===== src/pnp_pkg.sv =====
// ----------------------------------------------------------------------------
// pnp_pkg
// Widths, constants, sequencer codes and register indexes for the polyline
// nearest-projection block.
// ----------------------------------------------------------------------------
package pnp_pkg;

    // field widths
    localparam int COORD_W    = 24;
    localparam int HEAD_W     = 16;
    localparam int HEAD_FRAC  = 14;
    localparam int MINLEN_W   = 16;
    localparam int IDX_W      = 10;
    localparam int FRAC_W     = 17;
    localparam int DIST_W     = 48;
    localparam int CFG_IDX_W  = 2;
    localparam int CFG_DATA_W = 24;

    // path length limit and vertex counter
    localparam int MAX_POINTS = 1024;
    localparam int CNT_W      = $clog2(MAX_POINTS + 1);

    // datapath widths
    localparam int DIFF_W = COORD_W + 1;
    localparam int MUL_W  = DIFF_W + 1;
    localparam int PROD_W = 2 * MUL_W;
    localparam int DIV_W  = 2 * DIFF_W + 1;
    localparam int Q_BITS = FRAC_W - 1;
    localparam int STEP_W = 4;

    localparam logic [FRAC_W-1:0]        FRAC_ONE   = FRAC_W'(1) << Q_BITS;
    localparam logic signed [PROD_W-1:0] ROUND_HALF = PROD_W'(1) <<< (Q_BITS - 1);
    localparam logic [STEP_W-1:0]        DIV_LAST   = STEP_W'(Q_BITS - 1);

    // register indexes
    localparam logic [CFG_IDX_W-1:0] REG_BEHIND_LIMIT = CFG_IDX_W'(0);
    localparam logic [CFG_IDX_W-1:0] REG_MIN_SEG_LEN2 = CFG_IDX_W'(1);

    typedef enum logic [4:0] {
        ST_IDLE = 5'b00001,
        ST_MUL  = 5'b00010,
        ST_DIV  = 5'b00100,
        ST_PROJ = 5'b01000,
        ST_DONE = 5'b10000
    } state_t;

    // steps of the length / dot phase
    localparam logic [STEP_W-1:0] M_LEN_X   = STEP_W'(0);
    localparam logic [STEP_W-1:0] M_LEN_Y   = STEP_W'(1);
    localparam logic [STEP_W-1:0] M_DOT_X   = STEP_W'(2);
    localparam logic [STEP_W-1:0] M_DOT_Y   = STEP_W'(3);
    localparam logic [STEP_W-1:0] M_DOT_SUM = STEP_W'(4);
    localparam logic [STEP_W-1:0] M_DECIDE  = STEP_W'(5);

    // steps of the projection / distance phase
    localparam logic [STEP_W-1:0] P_PX   = STEP_W'(0);
    localparam logic [STEP_W-1:0] P_PY   = STEP_W'(1);
    localparam logic [STEP_W-1:0] P_TX   = STEP_W'(2);
    localparam logic [STEP_W-1:0] P_HX   = STEP_W'(3);
    localparam logic [STEP_W-1:0] P_HY   = STEP_W'(4);
    localparam logic [STEP_W-1:0] P_TXX  = STEP_W'(5);
    localparam logic [STEP_W-1:0] P_TYY  = STEP_W'(6);
    localparam logic [STEP_W-1:0] P_D2   = STEP_W'(7);
    localparam logic [STEP_W-1:0] P_KEEP = STEP_W'(8);

endpackage


===== src/polyline_nearest_projection.sv =====
// ----------------------------------------------------------------------------
// polyline_nearest_projection
// Streams path vertices and reports the nearest projection of the vehicle
// onto the polyline, one result per path.
// ----------------------------------------------------------------------------
// Usage: vertices enter on the in_valid/in_ready channel, one per beat. The
// beat marked first_point also carries vehicle position and heading and
// restarts the search. The beat marked last_point produces one result beat on
// out_valid/out_ready; all other beats produce none.
// Registers are written on the cfg channel (cfg_ready is always high); the user
// must write them only while the block is idle, which the block does not enforce.
// Throughput: one vertex at a time. A first point or an unused vertex passes
// straight to the closing state; a segment vertex takes 6 steps of the shared
// 26x26 multiplier for length and dot product, the restoring divider for the
// fraction (skipped when the fraction clamps), up to 9 steps for projected point,
// heading test and distance, then the closing state.
// The result sits in an output register; a stalled receiver only holds the
// block when the next last_point beat needs that register.
// Reset clears the vertex count and the output valid flag and loads the register
// defaults (behind_limit -512 in coordinate units, min_segment_len2 1).
// ----------------------------------------------------------------------------
module polyline_nearest_projection (
    input  logic                                    clk,
    input  logic                                    rst_n,
    input  logic                                    in_valid,
    output logic                                    in_ready,
    input  logic signed [pnp_pkg::COORD_W-1:0]      vehicle_x,
    input  logic signed [pnp_pkg::COORD_W-1:0]      vehicle_y,
    input  logic signed [pnp_pkg::HEAD_W-1:0]       heading_cos,
    input  logic signed [pnp_pkg::HEAD_W-1:0]       heading_sin,
    input  logic signed [pnp_pkg::COORD_W-1:0]      point_x,
    input  logic signed [pnp_pkg::COORD_W-1:0]      point_y,
    input  logic                                    first_point,
    input  logic                                    last_point,
    output logic                                    out_valid,
    input  logic                                    out_ready,
    output logic                                    found,
    output logic [pnp_pkg::IDX_W-1:0]               segment_index,
    output logic [pnp_pkg::FRAC_W-1:0]              segment_fraction,
    output logic signed [pnp_pkg::COORD_W-1:0]      start_x,
    output logic signed [pnp_pkg::COORD_W-1:0]      start_y,
    output logic [pnp_pkg::DIST_W-1:0]              distance_squared,
    input  logic                                    cfg_valid,
    output logic                                    cfg_ready,
    input  logic [pnp_pkg::CFG_IDX_W-1:0]           cfg_index,
    input  logic [pnp_pkg::CFG_DATA_W-1:0]          cfg_data
);
    import pnp_pkg::*;

    // control
    state_t              state_reg, state_next;
    logic [STEP_W-1:0]   step_reg;
    logic [CNT_W-1:0]    count_reg;
    logic                last_reg;
    logic                seg_item_reg;
    logic                best_valid_reg;
    logic                out_valid_reg;

    // configuration
    logic signed [CFG_DATA_W-1:0] behind_limit_reg;
    logic [MINLEN_W-1:0]          min_len2_reg;

    // path context
    logic signed [COORD_W-1:0] veh_x_reg, veh_y_reg;
    logic signed [HEAD_W-1:0]  hcos_reg, hsin_reg;
    logic signed [COORD_W-1:0] prev_x_reg, prev_y_reg;
    logic signed [COORD_W-1:0] pt_x_reg, pt_y_reg;

    // segment datapath
    logic signed [DIFF_W-1:0]  abx_reg, aby_reg, apx_reg, apy_reg;
    logic signed [MUL_W-1:0]   mul_a, mul_b;
    logic signed [PROD_W-1:0]  prod_reg, acc_reg, len2_reg, dot_reg;
    logic signed [PROD_W-1:0]  sum_w, rnd_w, min_len2_w, limit_w;
    logic signed [COORD_W-1:0] rnd_lo;
    logic [DIV_W-1:0]          rem_reg, rem_sh, rem_next;
    logic                      rem_ge;
    logic [FRAC_W-1:0]         t_reg;
    logic signed [COORD_W-1:0] px_reg, py_reg;
    logic signed [DIFF_W-1:0]  tx_reg, ty_reg;
    logic [DIST_W-1:0]         d2_reg;

    // best candidate
    logic [DIST_W-1:0]         best_dist_reg;
    logic [IDX_W-1:0]          best_idx_reg;
    logic [FRAC_W-1:0]         best_frac_reg;
    logic signed [COORD_W-1:0] best_x_reg, best_y_reg;

    // result register
    logic                      out_found_reg;
    logic [IDX_W-1:0]          out_idx_reg;
    logic [FRAC_W-1:0]         out_frac_reg;
    logic signed [COORD_W-1:0] out_x_reg, out_y_reg;
    logic [DIST_W-1:0]         out_dist_reg;

    logic             in_accept;
    logic             seg_ok;
    logic             behind;
    logic             keep;
    logic             emit;
    logic             done_go;
    logic             dot_nonpos;
    logic [CNT_W-1:0] cnt_eff;

    assign in_ready  = (state_reg == ST_IDLE);
    assign in_accept = in_valid && in_ready;
    assign cfg_ready = 1'b1;

    assign seg_ok = !first_point && (count_reg != '0) && (count_reg < CNT_W'(MAX_POINTS));

    assign sum_w      = acc_reg + prod_reg;
    assign rnd_w      = (prod_reg + ROUND_HALF) >>> Q_BITS;
    assign rnd_lo     = rnd_w[COORD_W-1:0];
    assign min_len2_w = PROD_W'({1'b0, min_len2_reg});
    assign limit_w    = PROD_W'(behind_limit_reg) <<< HEAD_FRAC;

    // sign bit or zero, so the test does not depend on literal signedness
    assign dot_nonpos = dot_reg[PROD_W-1] || (dot_reg == '0);

    // one restoring division step
    assign rem_sh   = {rem_reg[DIV_W-2:0], 1'b0};
    assign rem_ge   = (rem_sh >= len2_reg[DIV_W-1:0]);
    assign rem_next = rem_ge ? (rem_sh - len2_reg[DIV_W-1:0]) : rem_sh;

    // segment 0 is never dropped for lying behind
    assign behind = (count_reg > CNT_W'(1)) && (dot_reg < limit_w);
    assign keep   = !best_valid_reg || (d2_reg < best_dist_reg);

    assign cnt_eff = seg_item_reg ? CNT_W'(count_reg + 1'b1) : count_reg;
    assign done_go = !last_reg || !out_valid_reg || out_ready;
    assign emit    = (state_reg == ST_DONE) && last_reg && done_go;

    // shared multiplier operand select
    always_comb
    begin
        mul_a = '0;
        mul_b = '0;
        case (state_reg)
            ST_MUL:
            begin
                case (step_reg)
                    M_LEN_X:
                    begin
                        mul_a = MUL_W'(abx_reg);
                        mul_b = MUL_W'(abx_reg);
                    end
                    M_LEN_Y:
                    begin
                        mul_a = MUL_W'(aby_reg);
                        mul_b = MUL_W'(aby_reg);
                    end
                    M_DOT_X:
                    begin
                        mul_a = MUL_W'(apx_reg);
                        mul_b = MUL_W'(abx_reg);
                    end
                    M_DOT_Y:
                    begin
                        mul_a = MUL_W'(apy_reg);
                        mul_b = MUL_W'(aby_reg);
                    end
                    default:
                    begin
                        mul_a = '0;
                        mul_b = '0;
                    end
                endcase
            end
            ST_PROJ:
            begin
                case (step_reg)
                    P_PX:
                    begin
                        mul_a = MUL_W'(abx_reg);
                        mul_b = MUL_W'(signed'({1'b0, t_reg}));
                    end
                    P_PY:
                    begin
                        mul_a = MUL_W'(aby_reg);
                        mul_b = MUL_W'(signed'({1'b0, t_reg}));
                    end
                    P_HX:
                    begin
                        mul_a = MUL_W'(tx_reg);
                        mul_b = MUL_W'(hcos_reg);
                    end
                    P_HY:
                    begin
                        mul_a = MUL_W'(ty_reg);
                        mul_b = MUL_W'(hsin_reg);
                    end
                    P_TXX:
                    begin
                        mul_a = MUL_W'(tx_reg);
                        mul_b = MUL_W'(tx_reg);
                    end
                    P_TYY:
                    begin
                        mul_a = MUL_W'(ty_reg);
                        mul_b = MUL_W'(ty_reg);
                    end
                    default:
                    begin
                        mul_a = '0;
                        mul_b = '0;
                    end
                endcase
            end
            default:
            begin
                mul_a = '0;
                mul_b = '0;
            end
        endcase
    end

    // sequencer
    always_comb
    begin
        state_next = state_reg;
        case (state_reg)
            ST_IDLE:
            begin
                if (in_accept)
                begin
                    state_next = seg_ok ? ST_MUL : ST_DONE;
                end
            end
            ST_MUL:
            begin
                if (step_reg == M_DECIDE)
                begin
                    if (len2_reg < min_len2_w)
                    begin
                        state_next = ST_DONE;
                    end
                    else if (dot_nonpos || (dot_reg >= len2_reg))
                    begin
                        state_next = ST_PROJ;
                    end
                    else
                    begin
                        state_next = ST_DIV;
                    end
                end
            end
            ST_DIV:
            begin
                if (step_reg == DIV_LAST)
                begin
                    state_next = ST_PROJ;
                end
            end
            ST_PROJ:
            begin
                if ((step_reg == P_D2 && behind) || step_reg == P_KEEP)
                begin
                    state_next = ST_DONE;
                end
            end
            ST_DONE:
            begin
                if (done_go)
                begin
                    state_next = ST_IDLE;
                end
            end
            default:
            begin
                state_next = ST_IDLE;
            end
        endcase
    end

    // control registers
    always_ff @(posedge clk or negedge rst_n)
    begin
        if (!rst_n)
        begin
            state_reg        <= ST_IDLE;
            step_reg         <= '0;
            count_reg        <= '0;
            last_reg         <= 1'b0;
            seg_item_reg     <= 1'b0;
            best_valid_reg   <= 1'b0;
            out_valid_reg    <= 1'b0;
            behind_limit_reg <= CFG_DATA_W'(-512);
            min_len2_reg     <= MINLEN_W'(1);
        end
        else
        begin
            state_reg <= state_next;

            if (state_next != state_reg)
            begin
                step_reg <= '0;
            end
            else
            begin
                step_reg <= STEP_W'(step_reg + 1'b1);
            end

            if (in_accept)
            begin
                last_reg     <= last_point;
                seg_item_reg <= seg_ok;
                if (first_point)
                begin
                    count_reg      <= CNT_W'(1);
                    best_valid_reg <= 1'b0;
                end
            end

            if (state_reg == ST_PROJ && step_reg == P_KEEP && keep)
            begin
                best_valid_reg <= 1'b1;
            end

            if (state_reg == ST_DONE && done_go)
            begin
                count_reg <= last_reg ? '0 : cnt_eff;
            end

            if (emit)
            begin
                out_valid_reg <= 1'b1;
            end
            else if (out_ready)
            begin
                out_valid_reg <= 1'b0;
            end

            if (cfg_valid && cfg_ready)
            begin
                case (cfg_index)
                    REG_BEHIND_LIMIT: behind_limit_reg <= cfg_data;
                    REG_MIN_SEG_LEN2: min_len2_reg     <= cfg_data[MINLEN_W-1:0];
                    default:          ;
                endcase
            end
        end
    end

    // datapath registers
    always_ff @(posedge clk)
    begin
        prod_reg <= mul_a * mul_b;

        if (in_accept)
        begin
            if (first_point)
            begin
                veh_x_reg     <= vehicle_x;
                veh_y_reg     <= vehicle_y;
                hcos_reg      <= heading_cos;
                hsin_reg      <= heading_sin;
                prev_x_reg    <= point_x;
                prev_y_reg    <= point_y;
                best_x_reg    <= point_x;
                best_y_reg    <= point_y;
                best_dist_reg <= '1;
                best_idx_reg  <= '0;
                best_frac_reg <= '0;
            end
            pt_x_reg <= point_x;
            pt_y_reg <= point_y;
            abx_reg  <= DIFF_W'(point_x) - DIFF_W'(prev_x_reg);
            aby_reg  <= DIFF_W'(point_y) - DIFF_W'(prev_y_reg);
            apx_reg  <= DIFF_W'(veh_x_reg) - DIFF_W'(prev_x_reg);
            apy_reg  <= DIFF_W'(veh_y_reg) - DIFF_W'(prev_y_reg);
        end

        case (state_reg)
            ST_MUL:
            begin
                case (step_reg)
                    M_LEN_Y:   acc_reg  <= prod_reg;
                    M_DOT_X:   len2_reg <= sum_w;
                    M_DOT_Y:   acc_reg  <= prod_reg;
                    M_DOT_SUM: dot_reg  <= sum_w;
                    M_DECIDE:
                    begin
                        rem_reg <= dot_reg[DIV_W-1:0];
                        // clamp the fraction at the segment ends
                        if (dot_nonpos)
                        begin
                            t_reg <= '0;
                        end
                        else if (dot_reg >= len2_reg)
                        begin
                            t_reg <= FRAC_ONE;
                        end
                        else
                        begin
                            t_reg <= '0;
                        end
                    end
                    default: ;
                endcase
            end
            ST_DIV:
            begin
                rem_reg <= rem_next;
                t_reg   <= {t_reg[FRAC_W-2:0], rem_ge};
            end
            ST_PROJ:
            begin
                case (step_reg)
                    P_PY: px_reg <= prev_x_reg + rnd_lo;
                    P_TX:
                    begin
                        py_reg <= prev_y_reg + rnd_lo;
                        tx_reg <= DIFF_W'(px_reg) - DIFF_W'(veh_x_reg);
                    end
                    P_HX: ty_reg  <= DIFF_W'(py_reg) - DIFF_W'(veh_y_reg);
                    P_HY: acc_reg <= prod_reg;
                    P_TXX: dot_reg <= sum_w;
                    P_TYY: acc_reg <= prod_reg;
                    P_D2:
                    begin
                        // saturate the squared distance
                        if (sum_w[PROD_W-1:DIST_W] != '0)
                        begin
                            d2_reg <= '1;
                        end
                        else
                        begin
                            d2_reg <= sum_w[DIST_W-1:0];
                        end
                    end
                    P_KEEP:
                    begin
                        if (keep)
                        begin
                            best_dist_reg <= d2_reg;
                            best_idx_reg  <= IDX_W'(count_reg - CNT_W'(1));
                            best_frac_reg <= t_reg;
                            best_x_reg    <= px_reg;
                            best_y_reg    <= py_reg;
                        end
                    end
                    default: ;
                endcase
            end
            ST_DONE:
            begin
                if (seg_item_reg)
                begin
                    prev_x_reg <= pt_x_reg;
                    prev_y_reg <= pt_y_reg;
                end
            end
            default: ;
        endcase

        if (emit)
        begin
            if (cnt_eff >= CNT_W'(2))
            begin
                out_found_reg <= 1'b1;
                out_idx_reg   <= best_idx_reg;
                out_frac_reg  <= best_frac_reg;
                out_x_reg     <= best_x_reg;
                out_y_reg     <= best_y_reg;
                out_dist_reg  <= best_dist_reg;
            end
            else
            begin
                out_found_reg <= 1'b0;
                out_idx_reg   <= '0;
                out_frac_reg  <= '0;
                out_x_reg     <= '0;
                out_y_reg     <= '0;
                out_dist_reg  <= '1;
            end
        end
    end

    assign out_valid        = out_valid_reg;
    assign found            = out_found_reg;
    assign segment_index    = out_idx_reg;
    assign segment_fraction = out_frac_reg;
    assign start_x          = out_x_reg;
    assign start_y          = out_y_reg;
    assign distance_squared = out_dist_reg;

    // block is busy right after taking a vertex
    a_busy_after_accept: assert property (@(posedge clk) disable iff (!rst_n)
        in_valid && in_ready |=> !in_ready)
        else $error("in_ready high in the cycle after an accepted beat");

    a_frac_range: assert property (@(posedge clk) disable iff (!rst_n)
        out_valid |-> segment_fraction <= FRAC_ONE)
        else $error("segment_fraction above 1.0");

    a_not_found: assert property (@(posedge clk) disable iff (!rst_n)
        out_valid && !found |-> (distance_squared == '1) && (segment_index == '0)
                                && (segment_fraction == '0))
        else $error("empty path result not cleared");

    // quotient bits shift in from below, the top bit stays clear while dividing
    a_div_quotient: assert property (@(posedge clk) disable iff (!rst_n)
        state_reg == ST_DIV |-> !t_reg[FRAC_W-1])
        else $error("fraction overflow during division");

endmodule

===== config.mk =====
export PLATFORM = sky130hd
export DESIGN_NAME = polyline_nearest_projection
export DESIGN_NICKNAME = d
export VERILOG_FILES = /design/src/pnp_pkg.sv /design/src/polyline_nearest_projection.sv
export SDC_FILE = /design/constraint.sdc
export NUM_CORES = 2
export LEC_CHECK = 0
export BUFFER_PORTS_ARGS = -buffer_cell sky130_fd_sc_hd__buf_2
export CORE_MARGIN = 2
export CORE_UTILIZATION = 45
export CTS_CLUSTER_SIZE = 8
export DETAILED_ROUTE_END_ITERATION = 8
export GPL_TIMING_DRIVEN = 0
export MAX_ROUTING_LAYER = met4
export SKIP_LAST_GASP = 1
export SLEW_MARGIN = 20
export SYNTH_ARGS = -nofsm -noshare
export SYNTH_HDL_FRONTEND = slang
export SYNTH_SLANG_ARGS = --single-unit

===== constraint.sdc =====
create_clock -name clk -period 12.6 [get_ports clk]
set_input_delay 1.26 -clock clk [delete_from_list [all_inputs] [get_ports clk]]
set_output_delay 1.26 -clock clk [all_outputs]
set_load 0.02 [all_outputs]

# Word level (Yosys, flattened, before mapping)
# Cells that the tools add are included.
dict set report totals {
  reg_bits 1008
  output_inout_bits 127
  wordCells 210
}
dict set report op_classes {
  add_sub_neg 14
  n_mul 1
  n_lt_le_gt_ge 8
  eq_ne 21
  mux 73
  n_reduce_logical 50
}
# op count
set op_table {}
lappend op_table {{$mux W24} 18}
lappend op_table {{$mux W48} 5}
lappend op_table {{$mux W52} 4}
lappend op_table {{$pmux W26 S4} 2}
lappend op_table {{$pmux W52 S2} 2}
lappend op_table {{$pmux W26 S2} 3}
lappend op_table {{$sub A24 B24 Y25} 6}
lappend op_table {{$mux W17} 8}
lappend op_table {{$pmux W26 S5} 1}
lappend op_table {{$mux W50} 2}
lappend op_table {{$pmux W50 S2} 1}
lappend op_table {{$mux W11} 5}
lappend op_table {{$add A52 B52 Y52} 1}
lappend op_table {{$ge A52 B52 Y1} 1}
lappend op_table {{$logic_not A52 Y1} 1}
lappend op_table {{$lt A52 B17 Y1} 1}
lappend op_table {{$lt A52 B38 Y1} 1}
lappend op_table {{$mul A26 B26 Y52} 1}
lappend op_table {{$ge A51 B51 Y1} 1}
lappend op_table {{$mux W10} 5}
lappend op_table {{$sub A50 B50 Y50} 1}
lappend op_table {{$add A24 B24 Y24} 2}
lappend op_table {{$lt A48 B48 Y1} 1}
lappend op_table {{$add A40 B17 Y40 const B} 1}
lappend op_table {{other kinds (34)} 93}

# Depth between registers and ports, before layout
dict set report logic_depth {
  depth_word 9
  ltp_mapped 39
  ltp_nobuf 36
}

# Worst setup path after synthesis
# OpenSTA, ideal clock, no wires.
dict set report synth_path {
  kind {flip-flop to flip-flop}
  from {register step_reg[3]}
  to {register prod_reg[50]}
  t_arrival_ns 9.161
  required_ns 12.528
  setup_slack_ns 3.367
  stages_incl_launch_ff 39
  n_path_buf 5
  period_less_slack_ns 9.233
  path_cell_list {dfrtp_1 nor2_1 and2_1 clkbuf_1 or2_2 clkbuf_1 nor3_1 nor2_1 clkbuf_1 a21o_1 clkbuf_1 clkbuf_1 nand2_1 fa_1 inv_1 fa_1 inv_1 fa_1 [3 not listed] fa_1 inv_1 fa_1 inv_1 fa_1 inv_1 ha_1 nand3_1 o211ai_1 a21oi_1 o31ai_4 a41oi_2 o31a_1 a211o_1 a221o_1 o211a_4 o31ai_4 xor2_1}
}
dict set report synth_between {
  elab_chain_len 5
  word_cells_on_any_way 19
}
# element line_no
set synth_lines {}
lappend synth_lines {{from (decl)} polyline_nearest_projection.sv:52} ;# logic [STEP_W-1:0] step_reg;
lappend synth_lines {{from (signal assigned)} polyline_nearest_projection.sv:299} ;# step_reg <= STEP_W'(step_reg + 1'b1);
lappend synth_lines {{$eq A4 B1 Y1 (tied with other cells)} {polyline_nearest_projection.sv:140, polyline_nearest_projection.sv:170}}
lappend synth_lines {{$reduce_or A2 Y1 (no source line)} --}
lappend synth_lines {{$pmux W26 S5 (tied with other cells)} polyline_nearest_projection.sv:170} ;# case (step_reg)
lappend synth_lines {{$pmux W26 S2} polyline_nearest_projection.sv:137} ;# case (state_reg)
lappend synth_lines {{$mul A26 B26 Y52 (*)} polyline_nearest_projection.sv:346} ;# prod_reg <= mul_a * mul_b;
lappend synth_lines {{to (signal assigned)} polyline_nearest_projection.sv:346}
lappend synth_lines {{to (decl)} polyline_nearest_projection.sv:72} ;# logic signed [PROD_W-1:0] prod_reg, acc_reg, len2_reg, dot_reg;
# Mark *: on every way between the ends. The rest lies on a longest branch, timed or not.
# A chain may end at the register's enable or synchronous reset.

# Worst setup path in the final report
dict set report layout_path {
  from {register step_reg[3]}
  to {register prod_reg[51]}
}
# Same word-level chain as after synthesis.

==> out/summary.txt <==
# placed instances: 10490
top cell type's share of synthesized area: 27.70%
DR WL/cell: 25.81 microns
setup violators final: 0
sequential-to-total area share from yosys stat: 35.49%
Layout fillers: 15700
die width: 420.7 microns
Yosys top cell by area: edfxtp_1
Port Buffers: 286
H-tree depth: 4
fmax: 0.08182 GHz
fin crit period: 12220 ps
vias in the first global route: 60000
multi-input logic area: 45460 sq um
Num CTS Buffers: 146
max cap viols: 0
clock latency on the worst-skew pair: 810 ps
CP endpoint kind: flip-flop
initial core utilization: 45.41%
Netlist cell types: 92
total global-route track usage: 32.40%
Leakage: 39.65 nW
fin crit share: 97.00%
most frequent cells in the layout: inv_1 (1087), nand2_1 (802), edfxtp_1 (721), fa_1 (702), ha_1 (598)
flip-flop and latch count after synthesis: 1008
Setup WS pre-CTS: 177.6 ps
Post-CTS Repair Setup Buffers: 0
final core utilization: 51.12%
DRT antenna net count: 0
Mapped Area: 78150 sq um
row count: 152
clk_skew: 68.37 ps
Post-synth ARST share: 6.349%
Vias per Instance: 5.667
data required time of the worst path: 13210 ps
Sequential Area: 27740 sq um
CTS root buffer: clkbuf_16
pwr dens: 157.5 nW/um^2
Ys Warns: 0
DR vias: 61020
DIE AREA: 177000 sq um
final cell count without fillers: 10770
Setup WS post-layout: 377.4 ps
initial antenna violation count: 7
final instance area: 87980 sq um
RSZ-0062 raised after global routing: no
outcome: complete, no violations
clock-pin slew on the worst setup and hold paths: 50 ps
worst vdd ir: 134.9 uV
mean post-synth cell area: 9.951 sq um
Post-synth EDFFs: 721
CP arrival: 12830 ps
TritonCTS clock tree: built
CP peak stage delay: 940 ps
Startpoint Class: flip-flop
dpl cell area: 83420 sq um
top cells by area in the synthesized netlist: edfxtp_1 (28%), fa_1 (18%), ha_1 (9.6%), dfxtp_1 (5.7%), inv_1 (5.2%)
commonest non-fill, non-tap cell in the layout: inv_1
GR Overflow Total: 0
Setup CP Type: reg -> reg
Cells after Synth: 7854
Critical Path Fanout Max: 10
main flop type after synthesis: edfxtp_1
initial drt markers: 6153
share of cells above drive strength 1: 7.790%
Slowest cell on crit path: o21ai_1
Min-Delay Path Class: in -> async
CTS sink count: 1008
DRC: 0
Pwr Total: 13.86 mW
placed wire-length estimate: 229.5 mm
layout net count: 9786
routability cong.: 0.9962
pin count of the biggest net entering global routing: 64
io pins: 288
wirelength, routed: 277.9 mm
final hold violations: 0
fin. max-slew vios: 0
clk buf depth: 3
net count after synthesis: 9316
Core Region: 172100 sq um
Tightest Pin Transition: 1262 ps
most frequent CP cell: fa_1
first-pass GRT wire length: 402.9 mm
post-route setup TNS: 0 ps
Slew headroom: 15.25%
Die Y-Extent: 420.7 microns
drt first pass iters: 7
Layout area overhead: 12.57%
hold slack: 328.1 ps
-- worst max-delay path: cells and delay by family, from the launching register on --
family,cells,cell delay [ps]
flip-flops,1,450
adder cells (fa/ha/maj),8,4160
XOR/XNOR,1,120
AND/OR/NAND/NOR,5,1140
buffers and inverters,7,2780
AO/OA/AOI/OAI,11,3340
-- final timing paths --
kind / to / slack [ps] / cells past startpoint / from
hold / removal: count_reg[1] / 330 / 1 / rst_n
hold reg to reg: acc_reg[42] / 410 / 0 / prod_reg[42]
min in group clk: acc_reg[42] / 410 / 0 / prod_reg[42]
setup / recovery: prod_reg[51] / 380 / 32 / step_reg[3]
setup reg to reg: prod_reg[51] / 380 / 32 / step_reg[3]
max in group asynchronous: behind_limit_reg[10] / 11650 / 2 / rst_n
-- Yosys cell counts (221+ instances only) --
library cell  instances
a21o_1              221
a21oi_1             502
clkbuf_1            257
dfxtp_1             223
edfxtp_1            721
fa_1                703
ha_1                598
inv_1              1088
nand2_1             803
nor2_1              581
o21ai_0             291
xnor2_1             227
-- cell families (layout without fill, tap and decap cells) --
kind of cell	Yosys count	in the layout	share of synthesized area (%)
adders and majority gates	1301	1301	27.58
buffers and inverters	1387	1980	6.730
and+or+nand+nor	2146	2146	12.56
other	1	11	0.004798
muxes	61	61	0.8117
AOI/OAI and AO/OA	1627	1627	13.20
DFF	1008	1008	35.49
xor gates and xnor gates	323	323	3.620
-- layer usage --
metal,GRT usage [%],share of wire (%),up-vias
met5,-,0,-
met4,13.32,4.8,0
met3,5.631,7.6,503
met2,49.45,45,2583
met1,42.82,43,30310
li1,-,-,27630
-- power by group --
group          internal (mW)  switching [mW]  total, mW
sequential              4.41           0.464       4.87
combinational           1.71            3.46       5.16
clock                   2.25            1.58       3.83
-- area by class of cell --
class | instances | area share, %
plain buffers | 295 | 1.333
multi-input cells | 5459 | 51.67
diodes | 10 | 0.02844
well taps | 2310 | 3.285
inverters | 1089 | 4.655
clock inverters | 17 | 0.4167
repair buffers | 325 | 2.403
clock buffers | 254 | 4.683
flip-flops and latches | 1008 | 31.53
-- what timing repair did --
item	4_1_cts	5_1_grt
resized for setup	0	20
hold buffers	0	0
setup endpoints to repair	0	10
No activity file was read; power rests on OpenSTA's default activity.
